File: src/rtl/rqvs_pkg.sv
// ============================================================================
// rqvs_pkg
// Shared types, widths and the sine table builder for the rotated quad
// vertex setup unit.
// ============================================================================
package rqvs_pkg;

    // Angle resolution and quarter-wave table size
    localparam int ANGLE_BITS = 16;
    localparam int SINE_DEPTH = 1024;
    localparam int QSHIFT     = ANGLE_BITS - 2;
    localparam int IDX_W      = $clog2(SINE_DEPTH + 1);

    // Fixed-point widths
    localparam int SIN_MAG_W  = 17;                 // Q1.16 magnitude, up to 1.0
    localparam int TRIG_W     = SIN_MAG_W + 1;      // signed sine / cosine
    localparam int DIM_W      = 24;                 // half dimension, signed Q.9
    localparam int PROD_W     = DIM_W + TRIG_W;     // Q.25 product
    localparam int SUM_W      = 44;                 // Q.25 corner sum
    localparam int POS_W      = 24;
    localparam int TEX_W      = 16;
    localparam int RGBA_W     = 32;

    // Stream widths
    localparam int IN_TDATA_W  = 208;
    localparam int OUT_TDATA_W = 120;

    // Corner codes
    localparam logic [1:0] CORNER_TL = 2'd0;
    localparam logic [1:0] CORNER_BL = 2'd1;
    localparam logic [1:0] CORNER_BR = 2'd2;
    localparam logic [1:0] CORNER_TR = 2'd3;

    // Table generation constants
    localparam logic [63:0] HALF_PI_Q30 = 64'd1686629713;
    localparam logic [63:0] TAYLOR_DIV [6] = '{64'd6, 64'd20, 64'd42, 64'd72, 64'd110, 64'd156};

    typedef logic [SIN_MAG_W-1:0] sine_rom_t [SINE_DEPTH + 1];

    // One sprite; last member sits in the lowest bits of tdata
    typedef struct packed {
        logic [15:0]        angle;
        logic [RGBA_W-1:0]  rgba;
        logic [TEX_W-1:0]   uv_h;
        logic [TEX_W-1:0]   uv_w;
        logic [TEX_W-1:0]   uv_y;
        logic [TEX_W-1:0]   uv_x;
        logic [22:0]        dest_h;
        logic [22:0]        dest_w;
        logic signed [23:0] dest_y;
        logic signed [23:0] dest_x;
    } sprite_t;

    // Per-sprite terms shared by all six vertices
    typedef struct packed {
        logic signed [PROD_W-1:0] hw_cos;
        logic signed [PROD_W-1:0] hh_sin;
        logic signed [PROD_W-1:0] hw_sin;
        logic signed [PROD_W-1:0] hh_cos;
        logic signed [SUM_W-1:0]  base_x;
        logic signed [SUM_W-1:0]  base_y;
        logic [TEX_W-1:0]         u_lo;
        logic [TEX_W-1:0]         u_hi;
        logic [TEX_W-1:0]         v_lo;
        logic [TEX_W-1:0]         v_hi;
        logic [RGBA_W-1:0]        rgba;
    } quad_terms_t;

    // Quarter-wave sine, Q1.16, Taylor series to x^13 in Q30
    function automatic sine_rom_t sine_build();
        sine_rom_t   tbl;
        logic [63:0] x;
        logic [63:0] x2;
        logic [63:0] term;
        longint      sum;
        begin
            for (int k = 0; k <= SINE_DEPTH; k++)
            begin
                x    = (64'(k) * HALF_PI_Q30) / SINE_DEPTH;
                x2   = (x * x) >> 30;
                term = x;
                sum  = longint'(x);
                for (int n = 1; n <= 6; n++)
                begin
                    term = (term * x2) >> 30;
                    term = term / TAYLOR_DIV[n-1];
                    if (n % 2 == 1)
                        sum = sum - longint'(term);
                    else
                        sum = sum + longint'(term);
                end
                if (sum < 0)
                    sum = 0;
                tbl[k] = SIN_MAG_W'((64'(sum) + 64'd8192) >> 14);
            end
            tbl[0]          = '0;
            tbl[SINE_DEPTH] = SIN_MAG_W'(65536);
            return tbl;
        end
    endfunction

endpackage

File: src/rtl/rqvs_corner_mult.sv
// ============================================================================
// rqvs_corner_mult
// Half-dimension by sine/cosine products, origin terms and saturated texture
// extents, registered once per sprite.
// ============================================================================
module rqvs_corner_mult
    import rqvs_pkg::*;
(
    input  logic                     clk,
    input  logic                     load,
    input  sprite_t                  sprite,
    input  logic signed [TRIG_W-1:0] sin_val,
    input  logic signed [TRIG_W-1:0] cos_val,
    output quad_terms_t              terms
);

    quad_terms_t terms_reg;
    quad_terms_t terms_next;

    logic signed [PROD_W-1:0] hw_ext;
    logic signed [PROD_W-1:0] hh_ext;
    logic signed [PROD_W-1:0] sin_ext;
    logic signed [PROD_W-1:0] cos_ext;
    logic signed [SUM_W-1:0]  x_ext;
    logic signed [SUM_W-1:0]  y_ext;
    logic signed [SUM_W-1:0]  w_ext;
    logic signed [SUM_W-1:0]  h_ext;
    logic [TEX_W:0]           u_sum;
    logic [TEX_W:0]           v_sum;

    // Operand extension (w/2 in Q.9 is the raw Q.8 width)
    assign hw_ext  = PROD_W'(sprite.dest_w);
    assign hh_ext  = PROD_W'(sprite.dest_h);
    assign sin_ext = PROD_W'(sin_val);
    assign cos_ext = PROD_W'(cos_val);
    assign x_ext   = SUM_W'(sprite.dest_x);
    assign y_ext   = SUM_W'(sprite.dest_y);
    assign w_ext   = SUM_W'(sprite.dest_w);
    assign h_ext   = SUM_W'(sprite.dest_h);

    // Texture extents, clamped
    assign u_sum = {1'b0, sprite.uv_x} + {1'b0, sprite.uv_w};
    assign v_sum = {1'b0, sprite.uv_y} + {1'b0, sprite.uv_h};

    always_comb
    begin
        terms_next.hw_cos = hw_ext * cos_ext;
        terms_next.hh_sin = hh_ext * sin_ext;
        terms_next.hw_sin = hw_ext * sin_ext;
        terms_next.hh_cos = hh_ext * cos_ext;
        terms_next.base_x = (x_ext <<< 17) + (w_ext <<< 16);
        terms_next.base_y = (y_ext <<< 17) + (h_ext <<< 16);
        terms_next.u_lo   = sprite.uv_x;
        terms_next.u_hi   = u_sum[TEX_W] ? '1 : u_sum[TEX_W-1:0];
        terms_next.v_lo   = sprite.uv_y;
        terms_next.v_hi   = v_sum[TEX_W] ? '1 : v_sum[TEX_W-1:0];
        terms_next.rgba   = sprite.rgba;
    end

    always_ff @(posedge clk)
    begin
        if (load)
            terms_reg <= terms_next;
    end

    assign terms = terms_reg;

endmodule

File: config.mk
export PLATFORM = sky130hd
export DESIGN_NAME = rqvs_corner_mult
export DESIGN_NICKNAME = d
export VERILOG_FILES = /design/src/rtl/rqvs_pkg.sv /design/src/rtl/rqvs_corner_mult.sv
export SDC_FILE = /design/constraint.sdc
export NUM_CORES = 2
export LEC_CHECK = 0
export CAP_MARGIN = 20
export CORE_MARGIN = 3
export CORE_UTILIZATION = 60
export CTS_CLUSTER_SIZE = 20
export DETAILED_ROUTE_END_ITERATION = 16
export DONT_BUFFER_PORTS = 1
export GPL_TIMING_DRIVEN = 0
export MAX_ROUTING_LAYER = met4
export PLACE_DENSITY_LB_ADDON = 0.25
export SYNTH_ARGS = -nofsm -noshare
export SYNTH_HDL_FRONTEND = slang
export SYNTH_SLANG_ARGS = --single-unit
File: constraint.sdc
create_clock -name clk -period 6.3 [get_ports clk]
set_input_delay 0.63 -clock clk [delete_from_list [all_inputs] [get_ports clk]]
set_output_delay 0.63 -clock clk [all_outputs]
set_load 0.01 [all_outputs]
==> flow_summary.json <==
{
  "synth_area_per_cell_um2": 9.35,
  "firstDrtPassIters": 6,
  "cp.required_ns": 6.65,
  "status": "finished, violations left",
  "largest_reg_flops": 316,
  "tightestPinTransition_ns": 1.95,
  "period_needed_ns": 6.32,
  "grt-ovfl-total": 0,
  "track_usage": 0.381,
  "synthAdderAreaFrac": 0.512,
  "wl_um": 217000,
  "drive_gt1_frac": 0.0884,
  "grt_pass1_vias": 54600,
  "die_x_um": 344,
  "synth.distinct_cells": 76,
  "yosysSeqAreaShare": 0.138,
  "synth_top_family_by_area": "adder cells",
  "die_area_mm2": 0.118,
  "rsz0062_at_grt": "true",
  "cts_sinks": 316,
  "hold_class": "in2reg",
  "post_drt_wl_per_cell_um": 24.1,
  "max_cap_violations": 0,
  "synth_xor_area_frac": 0.0259,
  "coreArea_mm2": 0.113,
  "rows": 123,
  "initial_utilization": 0.607,
  "setup_violations": 1,
  "hold_buffers": 0,
  "final_max_slew_viol_count": 147,
  "synth_area_leaders": "fa_1 (39%), edfxtp_1 (14%), ha_1 (12%)",
  "muxShareOfSynthArea": 0,
  "synth_edf_count": 316,
  "end_kind": "flop",
  "grt_antenna_before_repair": 27,
  "path_clk_slew_ns": 0.06,
  "yosys_most_used_dff": "edfxtp_1",
  "grt_max_degree": 317,
  "syn_area_mm2": 0.0685,
  "cts_buffers": 38,
  "numPortBuffers": 0,
  "synthSimpleGateAreaFrac": 0.146,
  "ctsRootBufferMaster": "clkbuf_16",
  "synth_top_area_cell": "fa_1",
  "timing.final.crit_share": 1.00,
  "die_h_um": 344,
  "cts_tree": "done",
  "synth_compound_area_frac": 0.0570,
  "ioPinCount": 596,
  "postLayoutSetupSlackWorst_ns": -0.0212,
  "cts_buffer_depth": 3,
  "max_stage_delay_ns": 0.56,
  "ant_nets": 0,
  "synth_seq_cells": 316,
  "grt_first_pass_wirelength_um": 322000,
  "synthArstFlopShare": 0,
  "crit_top_cell": "fa_1",
  "dr.first_iter.drc_count": 4127,
  "dpl.hpwl_um": 177000,
  "crit_chain": "clkbuf_8, buf_8, and2_4, fa_1, inv_1, fa_1, inv_1, fa_1, inv_1, fa_1, fa_1, fa_1, inv_2, ha_4, and3_4, or3b_4, o21ai_4, a31oi_4, o31a_1, o31ai_2, a21oi_2, xnor2_1",
  "critical_path_class": "in2reg",
  "path_buf_inv": 6,
  "violations": "max-slew violations, negative setup slack",
  "fmaxAchievable_ghz": 0.158,
  "yosysWarnings": 0,
  "place_congestion": 1.02,
  "nFillCells": 9223,
  "worst_setup_path_start_kind": "input port",
  "area_growth_pct": 10.8,
  "hold_violations": 0,
  "critPathTopFamily": "adder cells",
  "arrival_ns": 6.67,
  "critPathSlowestCell": "fa_1",
  "fin_nets": 9706,
  "via_per_inst": 5.73,
  "vias": 51700,
  "h-tree-depth": 2,
  "dp_slack_ns": -1.59,
  "drcViolationCount": 0,
  "max_slew_margin": -0.302,
  "yosysTopAreaCellShare": 0.394,
  "synthCells": 7332,
  "path_max_fanout": 10
}
==> worst paths after layout <==
path	from	endpoint	slack, ns	cells after the start
worst min-delay path	sprite[94]	terms[80]	0.11	0
worst max-delay path	sin_val[9]	terms[308]	-0.02	22
==> synth_stat cells, types with 4 or more instances <==
| cell | count |
|---|---|
| inv_1 | 1742 |
| fa_1 | 1348 |
| nand2_1 | 1070 |
| ha_1 | 648 |
| and2_1 | 620 |
| clkbuf_1 | 376 |
| edfxtp_1 | 316 |
| a21oi_1 | 155 |
| xnor2_1 | 143 |
| a21o_1 | 122 |
| nor2_1 | 112 |
| nor2b_1 | 90 |
| o21ai_0 | 77 |
| nand2b_1 | 60 |
| xor2_1 | 60 |
| buf_4 | 37 |
| nand3_1 | 35 |
| nor3_1 | 25 |
| o21a_1 | 25 |
| o21bai_1 | 25 |
| a31oi_1 | 24 |
| a211oi_1 | 19 |
| and3_1 | 18 |
| nand4_1 | 18 |
| o21ai_1 | 16 |
| o31ai_1 | 12 |
| o31a_1 | 9 |
| or2_2 | 8 |
| or3_1 | 8 |
| a221oi_1 | 7 |
| a21boi_1 | 6 |
| a221o_1 | 6 |
| and4_1 | 6 |
| o22ai_1 | 6 |
| a21oi_2 | 4 |
| a31o_2 | 4 |
| a41oi_1 | 4 |
| o211a_1 | 4 |
| o211ai_1 | 4 |
==> metal layers <==
layer | track usage | up-vias | share of wire
met5 | - | - | 0
met4 | 0.197 | 0 | 0.067
met3 | 0.0894 | 728 | 0.097
met2 | 0.623 | 2584 | 0.48
met1 | 0.439 | 26200 | 0.35
li1 | - | 22100 | -
==> final cells by class <==
cell class	count	area [um2]	share of cell area
Antenna cell	17	42.5	0.000560
Buffer	410	4550	0.0599
Clock buffer	44	995	0.0131
Clock inverter	21	229	0.00302
Inverter	1742	6540	0.0861
Multi-Input combinational cell	4889	51600	0.680
Sequential cell	316	9490	0.125
Tap cell	1500	1880	0.0247
Timing Repair Buffer	69	562	0.00740
==> cell families after synthesis <==
kind of cell,after synthesis
buffers and inverters,2158
AND/OR/NAND/NOR,2080
adder cells (fa/ha/maj),1996
AO/OA/AOI/OAI,578
flip-flops,316
XOR/XNOR,203
other,1
==> stage by stage <==
step / cell area, um2 / util / cells / setup TNS, ns / hold slack [ns]
floorplan: 69500 / - / 7363 / -0.0210 / 0.729
global placement: 71400 / 0.632 / 8863 / -109.63 / 0.729
detailed placement: 71400 / 0.632 / 8864 / -115.20 / 0.729
CTS: 74100 / 0.656 / 8933 / -0.0169 / 0.0747
global route: 75900 / 0.672 / 9004 / -0.510 / 0.0868
finish: 75900 / 0.672 / 9008 / -0.0212 / 0.112
==> what timing repair did <==
item / in CTS / in global routing
setup buffers: 5 / 59
pin swaps: 8 / 59
gates cloned: 0 / 4
setup endpoints to repair: 93 / 50
resized for setup: 455 / 572
==> cell usage in the layout, fill, tap and decap left out, types with 32 or more instances in the layout <==
cell type and n:
clkbuf_16 50, buf_4 135, nand3_1 35, o21ai_0 73, nor2b_1 89, nand2_1 1068
ha_1 613, nand2b_1 60, clkbuf_1 34, xnor2_1 143, xor2_1 60, inv_1 1738
conb_1 32, buf_8 60, a21o_1 122, fa_1 1330, buf_12 39, buf_6 80
and2_1 616, nor2_1 109, edfxtp_1 316, a21oi_1 139, clkbuf_8 43, clkbuf_4 50
Power is not shown: default switching activity piles up to over one toggle a cycle in this logic, so the estimate is an artifact.
