### src/rtl/rqvs_pkg.sv
// ============================================================================
// rqvs_pkg
// Shared types, widths and the sine table builder for the rotated quad
// vertex setup unit.
// ============================================================================
package rqvs_pkg;

    // Angle resolution and quarter-wave table size
    localparam int ANGLE_BITS = 16;
    localparam int SINE_DEPTH = 1024;
    localparam int QSHIFT     = ANGLE_BITS - 2;
    localparam int IDX_W      = $clog2(SINE_DEPTH + 1);

    // Fixed-point widths
    localparam int SIN_MAG_W  = 17;                 // Q1.16 magnitude, up to 1.0
    localparam int TRIG_W     = SIN_MAG_W + 1;      // signed sine / cosine
    localparam int DIM_W      = 24;                 // half dimension, signed Q.9
    localparam int PROD_W     = DIM_W + TRIG_W;     // Q.25 product
    localparam int SUM_W      = 44;                 // Q.25 corner sum
    localparam int POS_W      = 24;
    localparam int TEX_W      = 16;
    localparam int RGBA_W     = 32;

    // Stream widths
    localparam int IN_TDATA_W  = 208;
    localparam int OUT_TDATA_W = 120;

    // Corner codes
    localparam logic [1:0] CORNER_TL = 2'd0;
    localparam logic [1:0] CORNER_BL = 2'd1;
    localparam logic [1:0] CORNER_BR = 2'd2;
    localparam logic [1:0] CORNER_TR = 2'd3;

    // Table generation constants
    localparam logic [63:0] HALF_PI_Q30 = 64'd1686629713;
    localparam logic [63:0] TAYLOR_DIV [6] = '{64'd6, 64'd20, 64'd42, 64'd72, 64'd110, 64'd156};

    typedef logic [SIN_MAG_W-1:0] sine_rom_t [SINE_DEPTH + 1];

    // One sprite; last member sits in the lowest bits of tdata
    typedef struct packed {
        logic [15:0]        angle;
        logic [RGBA_W-1:0]  rgba;
        logic [TEX_W-1:0]   uv_h;
        logic [TEX_W-1:0]   uv_w;
        logic [TEX_W-1:0]   uv_y;
        logic [TEX_W-1:0]   uv_x;
        logic [22:0]        dest_h;
        logic [22:0]        dest_w;
        logic signed [23:0] dest_y;
        logic signed [23:0] dest_x;
    } sprite_t;

    // Per-sprite terms shared by all six vertices
    typedef struct packed {
        logic signed [PROD_W-1:0] hw_cos;
        logic signed [PROD_W-1:0] hh_sin;
        logic signed [PROD_W-1:0] hw_sin;
        logic signed [PROD_W-1:0] hh_cos;
        logic signed [SUM_W-1:0]  base_x;
        logic signed [SUM_W-1:0]  base_y;
        logic [TEX_W-1:0]         u_lo;
        logic [TEX_W-1:0]         u_hi;
        logic [TEX_W-1:0]         v_lo;
        logic [TEX_W-1:0]         v_hi;
        logic [RGBA_W-1:0]        rgba;
    } quad_terms_t;

    // Quarter-wave sine, Q1.16, Taylor series to x^13 in Q30
    function automatic sine_rom_t sine_build();
        sine_rom_t   tbl;
        logic [63:0] x;
        logic [63:0] x2;
        logic [63:0] term;
        longint      sum;
        begin
            for (int k = 0; k <= SINE_DEPTH; k++)
            begin
                x    = (64'(k) * HALF_PI_Q30) / SINE_DEPTH;
                x2   = (x * x) >> 30;
                term = x;
                sum  = longint'(x);
                for (int n = 1; n <= 6; n++)
                begin
                    term = (term * x2) >> 30;
                    term = term / TAYLOR_DIV[n-1];
                    if (n % 2 == 1)
                        sum = sum - longint'(term);
                    else
                        sum = sum + longint'(term);
                end
                if (sum < 0)
                    sum = 0;
                tbl[k] = SIN_MAG_W'((64'(sum) + 64'd8192) >> 14);
            end
            tbl[0]          = '0;
            tbl[SINE_DEPTH] = SIN_MAG_W'(65536);
            return tbl;
        end
    endfunction

endpackage

### src/rtl/rqvs_vertex_emit.sv
// ============================================================================
// rqvs_vertex_emit
// Walks the six vertices of a sprite, forms each corner position with a
// three-term add, round and clamp, and holds the vertex in the output register.
// ============================================================================
module rqvs_vertex_emit
    import rqvs_pkg::*;
(
    input  logic                   clk,
    input  logic                   rst_n,
    input  logic                   terms_valid,
    input  quad_terms_t            terms,
    output logic                   terms_done,
    output logic                   m_axis_tvalid,
    input  logic                   m_axis_tready,
    output logic [OUT_TDATA_W-1:0] m_axis_tdata,
    output logic                   m_axis_tlast
);

    localparam logic [2:0] LAST_CNT = 3'd5;
    localparam int         RND_W    = SUM_W - 17;
    localparam logic signed [SUM_W-1:0] ROUND_HALF = SUM_W'(65536);
    localparam logic signed [RND_W-1:0] POS_MAX    = RND_W'(8388607);
    localparam logic signed [RND_W-1:0] POS_MIN    = -RND_W'(8388608);

    logic [2:0]             cnt_reg;
    logic [2:0]             cnt_next;
    logic                   tvalid_reg;
    logic                   tvalid_next;
    logic [OUT_TDATA_W-1:0] tdata_reg;
    logic [OUT_TDATA_W-1:0] tdata_next;
    logic                   tlast_reg;
    logic                   out_load;
    logic [1:0]             corner;
    logic                   cx_pos;
    logic                   cy_pos;
    logic signed [SUM_W-1:0] t_hw_cos;
    logic signed [SUM_W-1:0] t_hh_sin;
    logic signed [SUM_W-1:0] t_hw_sin;
    logic signed [SUM_W-1:0] t_hh_cos;
    logic signed [SUM_W-1:0] rx;
    logic signed [SUM_W-1:0] ry;
    logic [POS_W-1:0]        pos_x;
    logic [POS_W-1:0]        pos_y;
    logic [TEX_W-1:0]        tex_u;
    logic [TEX_W-1:0]        tex_v;

    // Q.25 to Q15.8: add one half, floor, clamp
    function automatic logic [POS_W-1:0] pos_round(input logic signed [SUM_W-1:0] v);
        logic signed [SUM_W-1:0] biased;
        logic signed [RND_W-1:0] r;
        begin
            biased = v + ROUND_HALF;
            r      = biased[SUM_W-1:17];
            if (r > POS_MAX)
                return POS_MAX[POS_W-1:0];
            else if (r < POS_MIN)
                return POS_MIN[POS_W-1:0];
            else
                return r[POS_W-1:0];
        end
    endfunction

    // Vertex order: TL, BL, BR, BR, TR, TL
    always_comb
    begin
        case (cnt_reg) inside
            3'd1:       corner = CORNER_BL;
            3'd2, 3'd3: corner = CORNER_BR;
            3'd4:       corner = CORNER_TR;
            default:    corner = CORNER_TL;
        endcase
    end

    assign cx_pos = (corner == CORNER_BR) || (corner == CORNER_TR);
    assign cy_pos = (corner == CORNER_TL) || (corner == CORNER_TR);

    // Corner position
    assign t_hw_cos = SUM_W'(terms.hw_cos);
    assign t_hh_sin = SUM_W'(terms.hh_sin);
    assign t_hw_sin = SUM_W'(terms.hw_sin);
    assign t_hh_cos = SUM_W'(terms.hh_cos);

    assign rx = (cx_pos ? t_hw_cos : -t_hw_cos) + (cy_pos ? -t_hh_sin : t_hh_sin)
              + terms.base_x;
    assign ry = (cx_pos ? t_hw_sin : -t_hw_sin) + (cy_pos ? t_hh_cos : -t_hh_cos)
              + terms.base_y;

    assign pos_x = pos_round(rx);
    assign pos_y = pos_round(ry);
    assign tex_u = cx_pos ? terms.u_hi : terms.u_lo;
    assign tex_v = cy_pos ? terms.v_hi : terms.v_lo;

    assign tdata_next = {6'd0, corner, terms.rgba, tex_v, tex_u, pos_y, pos_x};

    // Output register handshake and vertex count
    assign out_load    = terms_valid && (!tvalid_reg || m_axis_tready);
    assign terms_done  = out_load && (cnt_reg == LAST_CNT);
    assign tvalid_next = out_load || (tvalid_reg && !m_axis_tready);
    assign cnt_next    = terms_done ? 3'd0 : (out_load ? cnt_reg + 3'd1 : cnt_reg);

    always_ff @(posedge clk or negedge rst_n)
    begin
        if (!rst_n)
        begin
            cnt_reg    <= 3'd0;
            tvalid_reg <= 1'b0;
        end
        else
        begin
            cnt_reg    <= cnt_next;
            tvalid_reg <= tvalid_next;
        end
    end

    always_ff @(posedge clk)
    begin
        if (out_load)
        begin
            tdata_reg <= tdata_next;
            tlast_reg <= (cnt_reg == LAST_CNT);
        end
    end

    assign m_axis_tvalid = tvalid_reg;
    assign m_axis_tdata  = tdata_reg;
    assign m_axis_tlast  = tlast_reg;

    // Checks
    a_last_is_tl: assert property (@(posedge clk) disable iff (!rst_n)
        m_axis_tvalid && m_axis_tlast |-> m_axis_tdata[113:112] == CORNER_TL)
        else $error("last vertex is not the top-left corner");

    a_held_mid_sprite: assert property (@(posedge clk) disable iff (!rst_n)
        cnt_reg != 3'd0 |-> terms_valid)
        else $error("sprite terms released mid-sequence");

    a_last_follows_sixth: assert property (@(posedge clk) disable iff (!rst_n)
        terms_done |=> m_axis_tvalid && m_axis_tlast)
        else $error("sixth vertex not flagged last");

endmodule
### config.mk
export PLATFORM = sky130hd
export DESIGN_NAME = rqvs_vertex_emit
export DESIGN_NICKNAME = d
export VERILOG_FILES = /design/src/rtl/rqvs_pkg.sv /design/src/rtl/rqvs_vertex_emit.sv
export SDC_FILE = /design/constraint.sdc
export NUM_CORES = 1
export LEC_CHECK = 0
export ABC_CLOCK_PERIOD_IN_PS = 12290
export BUFFER_PORTS_ARGS = -buffer_cell sky130_fd_sc_hd__buf_2
export CAP_MARGIN = 10
export CELL_PAD_IN_SITES_DETAIL_PLACEMENT = 0
export CELL_PAD_IN_SITES_GLOBAL_PLACEMENT = 2
export CORE_ASPECT_RATIO = 0.6
export CORE_MARGIN = 4
export CORE_UTILIZATION = 34
export DETAILED_ROUTE_END_ITERATION = 8
export PLACE_DENSITY_LB_ADDON = 0.1
export SLEW_MARGIN = 25
export SYNTH_ARGS = -nofsm -noshare
export SYNTH_HDL_FRONTEND = slang
export SYNTH_SLANG_ARGS = --single-unit
### constraint.sdc
create_clock -name clk -period 12.29 [get_ports clk]
set_clock_uncertainty 0.1 [all_clocks]
set_input_delay 0.6145 -clock clk [delete_from_list [all_inputs] [get_ports clk]]
set_output_delay 0.6145 -clock clk [all_outputs]
set_load 0.03 [all_outputs]
==> reports/summary.txt <==
Die ar.: 46600 µm²
Setup CP Type: flip-flop to flip-flop
DRT Pass-1 Iters: 5
H-tree lvl count: 4
CTS max path bufs: 2
Number of buffers created by CTS: 17
CTS Sinks: 119
Crit-path slowest cell: nand2b_2
Max FFs per register: 114
Setup_tns: 0 ns
Ys Warns: 0
Routed Antenna Nets: 0
CP peak stage delay: 0.67 ns
Req. time, crit path: 12.39 ns
Mapped Cells: 1555
Minimum clock period: 7.94 ns
Initial DRC Count: 874
Status: finished, final reports clean
NumNets Final: 2634
Layout cells sized above 1: 27.1%
Wirelength, routed: 54300 µm
Clock transition at path regs: 0.07 ns
Post-CTS Setup Bufs: 0
HP Class: input pin to flip-flop
R2R Setup Slk: 4.35 ns
Fillers: 4323
Worst-skew pair later-pin latency: 0.45 ns
Post-route clock period utilization: 64.6%
Core Area: 42200 µm²
Initial antenna violation count: 10
Largest net degree at the start of global routing: 64
Detailed Place HPWL: 45800 µm
FF+latch count, synth: 119
Routed wire per std cell: 20.8 µm
Max Cap Violations: 0
Initial Util: 34.7%
Root buf cell: clkbuf_16
CP max FO: 32
Row count: 58
CTS tree: done
Async S/R FF share, synth: 3.36%
Final setup violation count: 0
Die Ht: 169 µm
Worst path most repeated cell: ha_1
All-Layer GR Usage: 22.7%
Final Hold Vio Count: 0
Die Wd: 276 µm
Netlist Area Pre-Place: 14700 µm²
Vias post-DR: 13.4k
Post-DR vias/cell: 5.15
Vias in the first global route: 13.5k
IO Count: 479
DR DRC count: 0
Max Freq: 0.126 GHz
Count of cell types in the netlist: 73
Remaining global-route overflow: 0
RSZ-0062 raised after global routing: no
Post-synthesis sequential area ratio: 24.2%
Slew @ Worst Pin: 1.02 ns
Arrival @ worst endpoint: 8.04 ns
Relative slew margins: 31.6%
Final Slew Violations: 0
Synthesis-to-layout area growth: 24.8%
First-pass GRT wire length: 81500 µm
Post-synth EDFFs: 115
Gpl congestion: 0.870
CP startpoint kind: flip-flop
CP Cell Sequence: inv_1 -> ha_1 -> nand2_1 -> o21ai_0 -> o21a_1 -> ha_4 -> nand2b_2 -> buf_4 -> nor2_1 -> xor2_1 -> fa_1 -> ha_1 -> ha_1 -> a2111oi_0 -> o31ai_1 -> a2bb2oi_1 -> o211ai_1 -> buf_4 -> a31oi_1 -> a21oi_1 -> a21oi_1 -> xnor2_1 -> nand2_1 -> a31o_1
# port buffers: 472
Most used flip-flop cell after synthesis: edfxtp_1
Avg Inst Size Synth: 9.43 µm²
Crit. End Element: flip-flop
## what timing repair did
action	4_1_cts	5_1_grt
hold buffers	1	0
hold endpoints to repair	4	0
resized for setup	0	0
## per-stage QoR
step	setup slack (ns)	cells	area, µm²	hold slack [ns]	utilization, %
6_report	4.35	2609	18300	0.230	43.3
5_1_grt	3.84	2607	18300	0.204	43.3
4_1_cts	4.47	2603	18300	0.207	43.2
3_5_place_dp	4.41	2570	17700	0.337	41.8
3_3_place_gp	4.25	2570	17600	0.335	41.8
2_1_floorplan	5.95	1560	14700	0.219	-
## cell usage after synthesis, drive strengths merged (3+ instances only)
| library cell | n | area, µm² |
|---|---|---|
| nand3 | 21 | 105 |
| buf | 15 | 106 |
| xor2 | 96 | 841 |
| a221oi | 3 | 26.3 |
| nor2 | 81 | 304 |
| a31o | 3 | 26.3 |
| a211o | 4 | 35.0 |
| o22ai | 4 | 25.0 |
| and3 | 8 | 50.1 |
| clkbuf | 26 | 97.6 |
| o31ai | 30 | 230 |
| ha | 174 | 2180 |
| o41ai | 11 | 96.3 |
| edfxtp | 115 | 3450 |
| or2 | 5 | 31.3 |
| nand4 | 10 | 62.6 |
| o21a | 4 | 30.0 |
| nor2b | 13 | 81.3 |
| a21o | 85 | 638 |
| nor3b | 5 | 37.5 |
| a31oi | 16 | 100 |
| mux2 | 16 | 180 |
| fa | 84 | 1680 |
| and4 | 3 | 26.3 |
| and2 | 10 | 62.6 |
| nor3 | 35 | 175 |
| dfrtp | 4 | 100 |
| a21oi | 122 | 614 |
| inv | 114 | 428 |
| or3 | 25 | 156 |
| a21boi | 3 | 22.5 |
| a32oi | 3 | 26.3 |
| o21ai | 67 | 339 |
| nor4 | 22 | 138 |
| o211ai | 4 | 30.0 |
| or4 | 19 | 150 |
| nand2b | 16 | 100 |
| nand2 | 118 | 443 |
| xnor2 | 127 | 1120 |
| mux2i | 3 | 30.0 |
| a211oi | 7 | 52.6 |
## path summary, 6_finish.rpt
path,from,endpoint,depth (start not counted)
max,cnt_reg[0]$_DFFE_PN0P_,m_axis_tdata[21]$_SDFFCE_PN1P_,24
min,terms[7],m_axis_tdata[87]$_DFFE_PP_,1
max reg2reg,cnt_reg[0]$_DFFE_PN0P_,m_axis_tdata[21]$_SDFFCE_PN1P_,24
min reg2reg,m_axis_tvalid$_DFF_PN0_,m_axis_tvalid$_DFF_PN0_,2
max in group asynchronous,rst_n,cnt_reg[0]$_DFFE_PN0P_,2
min in group asynchronous,rst_n,cnt_reg[1]$_DFFE_PN0P_,2
## routing by layer
metal,vias up,global-route usage (%),share of wire (%),routed length [µm]
met3,43,4.67,5.6,3040
li1,6530,-,-,-
met1,6444,33.3,49,26400
met4,6,5.14,1.2,660
met5,-,0,0.061,33
met2,409,34.5,44,24100
## cell usage in the layout (no fill, tap or decap), drive strengths merged, types with 67 or more instances in the layout
| cell | netlist | final |
|---|---|---|
| inv | 114 | 125 |
| nand2 | 118 | 118 |
| edfxtp | 115 | 115 |
| o21ai | 67 | 67 |
| fa | 84 | 84 |
| xor2 | 96 | 96 |
| a21o | 85 | 85 |
| xnor2 | 127 | 127 |
| a21oi | 122 | 122 |
| buf | 15 | 481 |
| nor2 | 81 | 81 |
| ha | 174 | 174 |
## worst max-delay path: cells and delay by family, from the launching register on
kind | cells | cell delay (ns)
fa+ha+maj | 5 | 1.28
simple gates | 4 | 1.54
xor+xnor | 2 | 0.52
flops | 1 | 0.40
compound gates | 10 | 2.96
buf+inv | 3 | 0.86
## layout make-up
type	count	area, µm²	share of cell area, %
tap	570	713	3.90
inverter	114	430	2.35
clock buffer	17	425	2.33
antenna	6	15.0	0.0821
multi-input combinational	1286	10500	57.6
clock inverter	15	173	0.944
sequential	119	3550	19.4
timing repair buffer	482	2440	13.3
## cells by family (layout without fill, tap and decap cells)
| kind of cell | after synthesis | after routing | synth area share, % |
|---|---|---|---|
| AND/OR/NAND/NOR | 400 | 400 | 13.8 |
| flip-flops | 119 | 119 | 24.2 |
| adder cells (fa/ha/maj) | 258 | 258 | 26.3 |
| AO/OA/AOI/OAI | 380 | 380 | 16.5 |
| buffers and inverters | 155 | 628 | 4.31 |
| multiplexers | 19 | 19 | 1.43 |
| other | 1 | 12 | 0.0256 |
| XOR/XNOR | 223 | 223 | 13.4 |
Power is left out: the tool's default activity adds up to more than one toggle a clock period on the data nets, which glitch-free logic cannot reach.
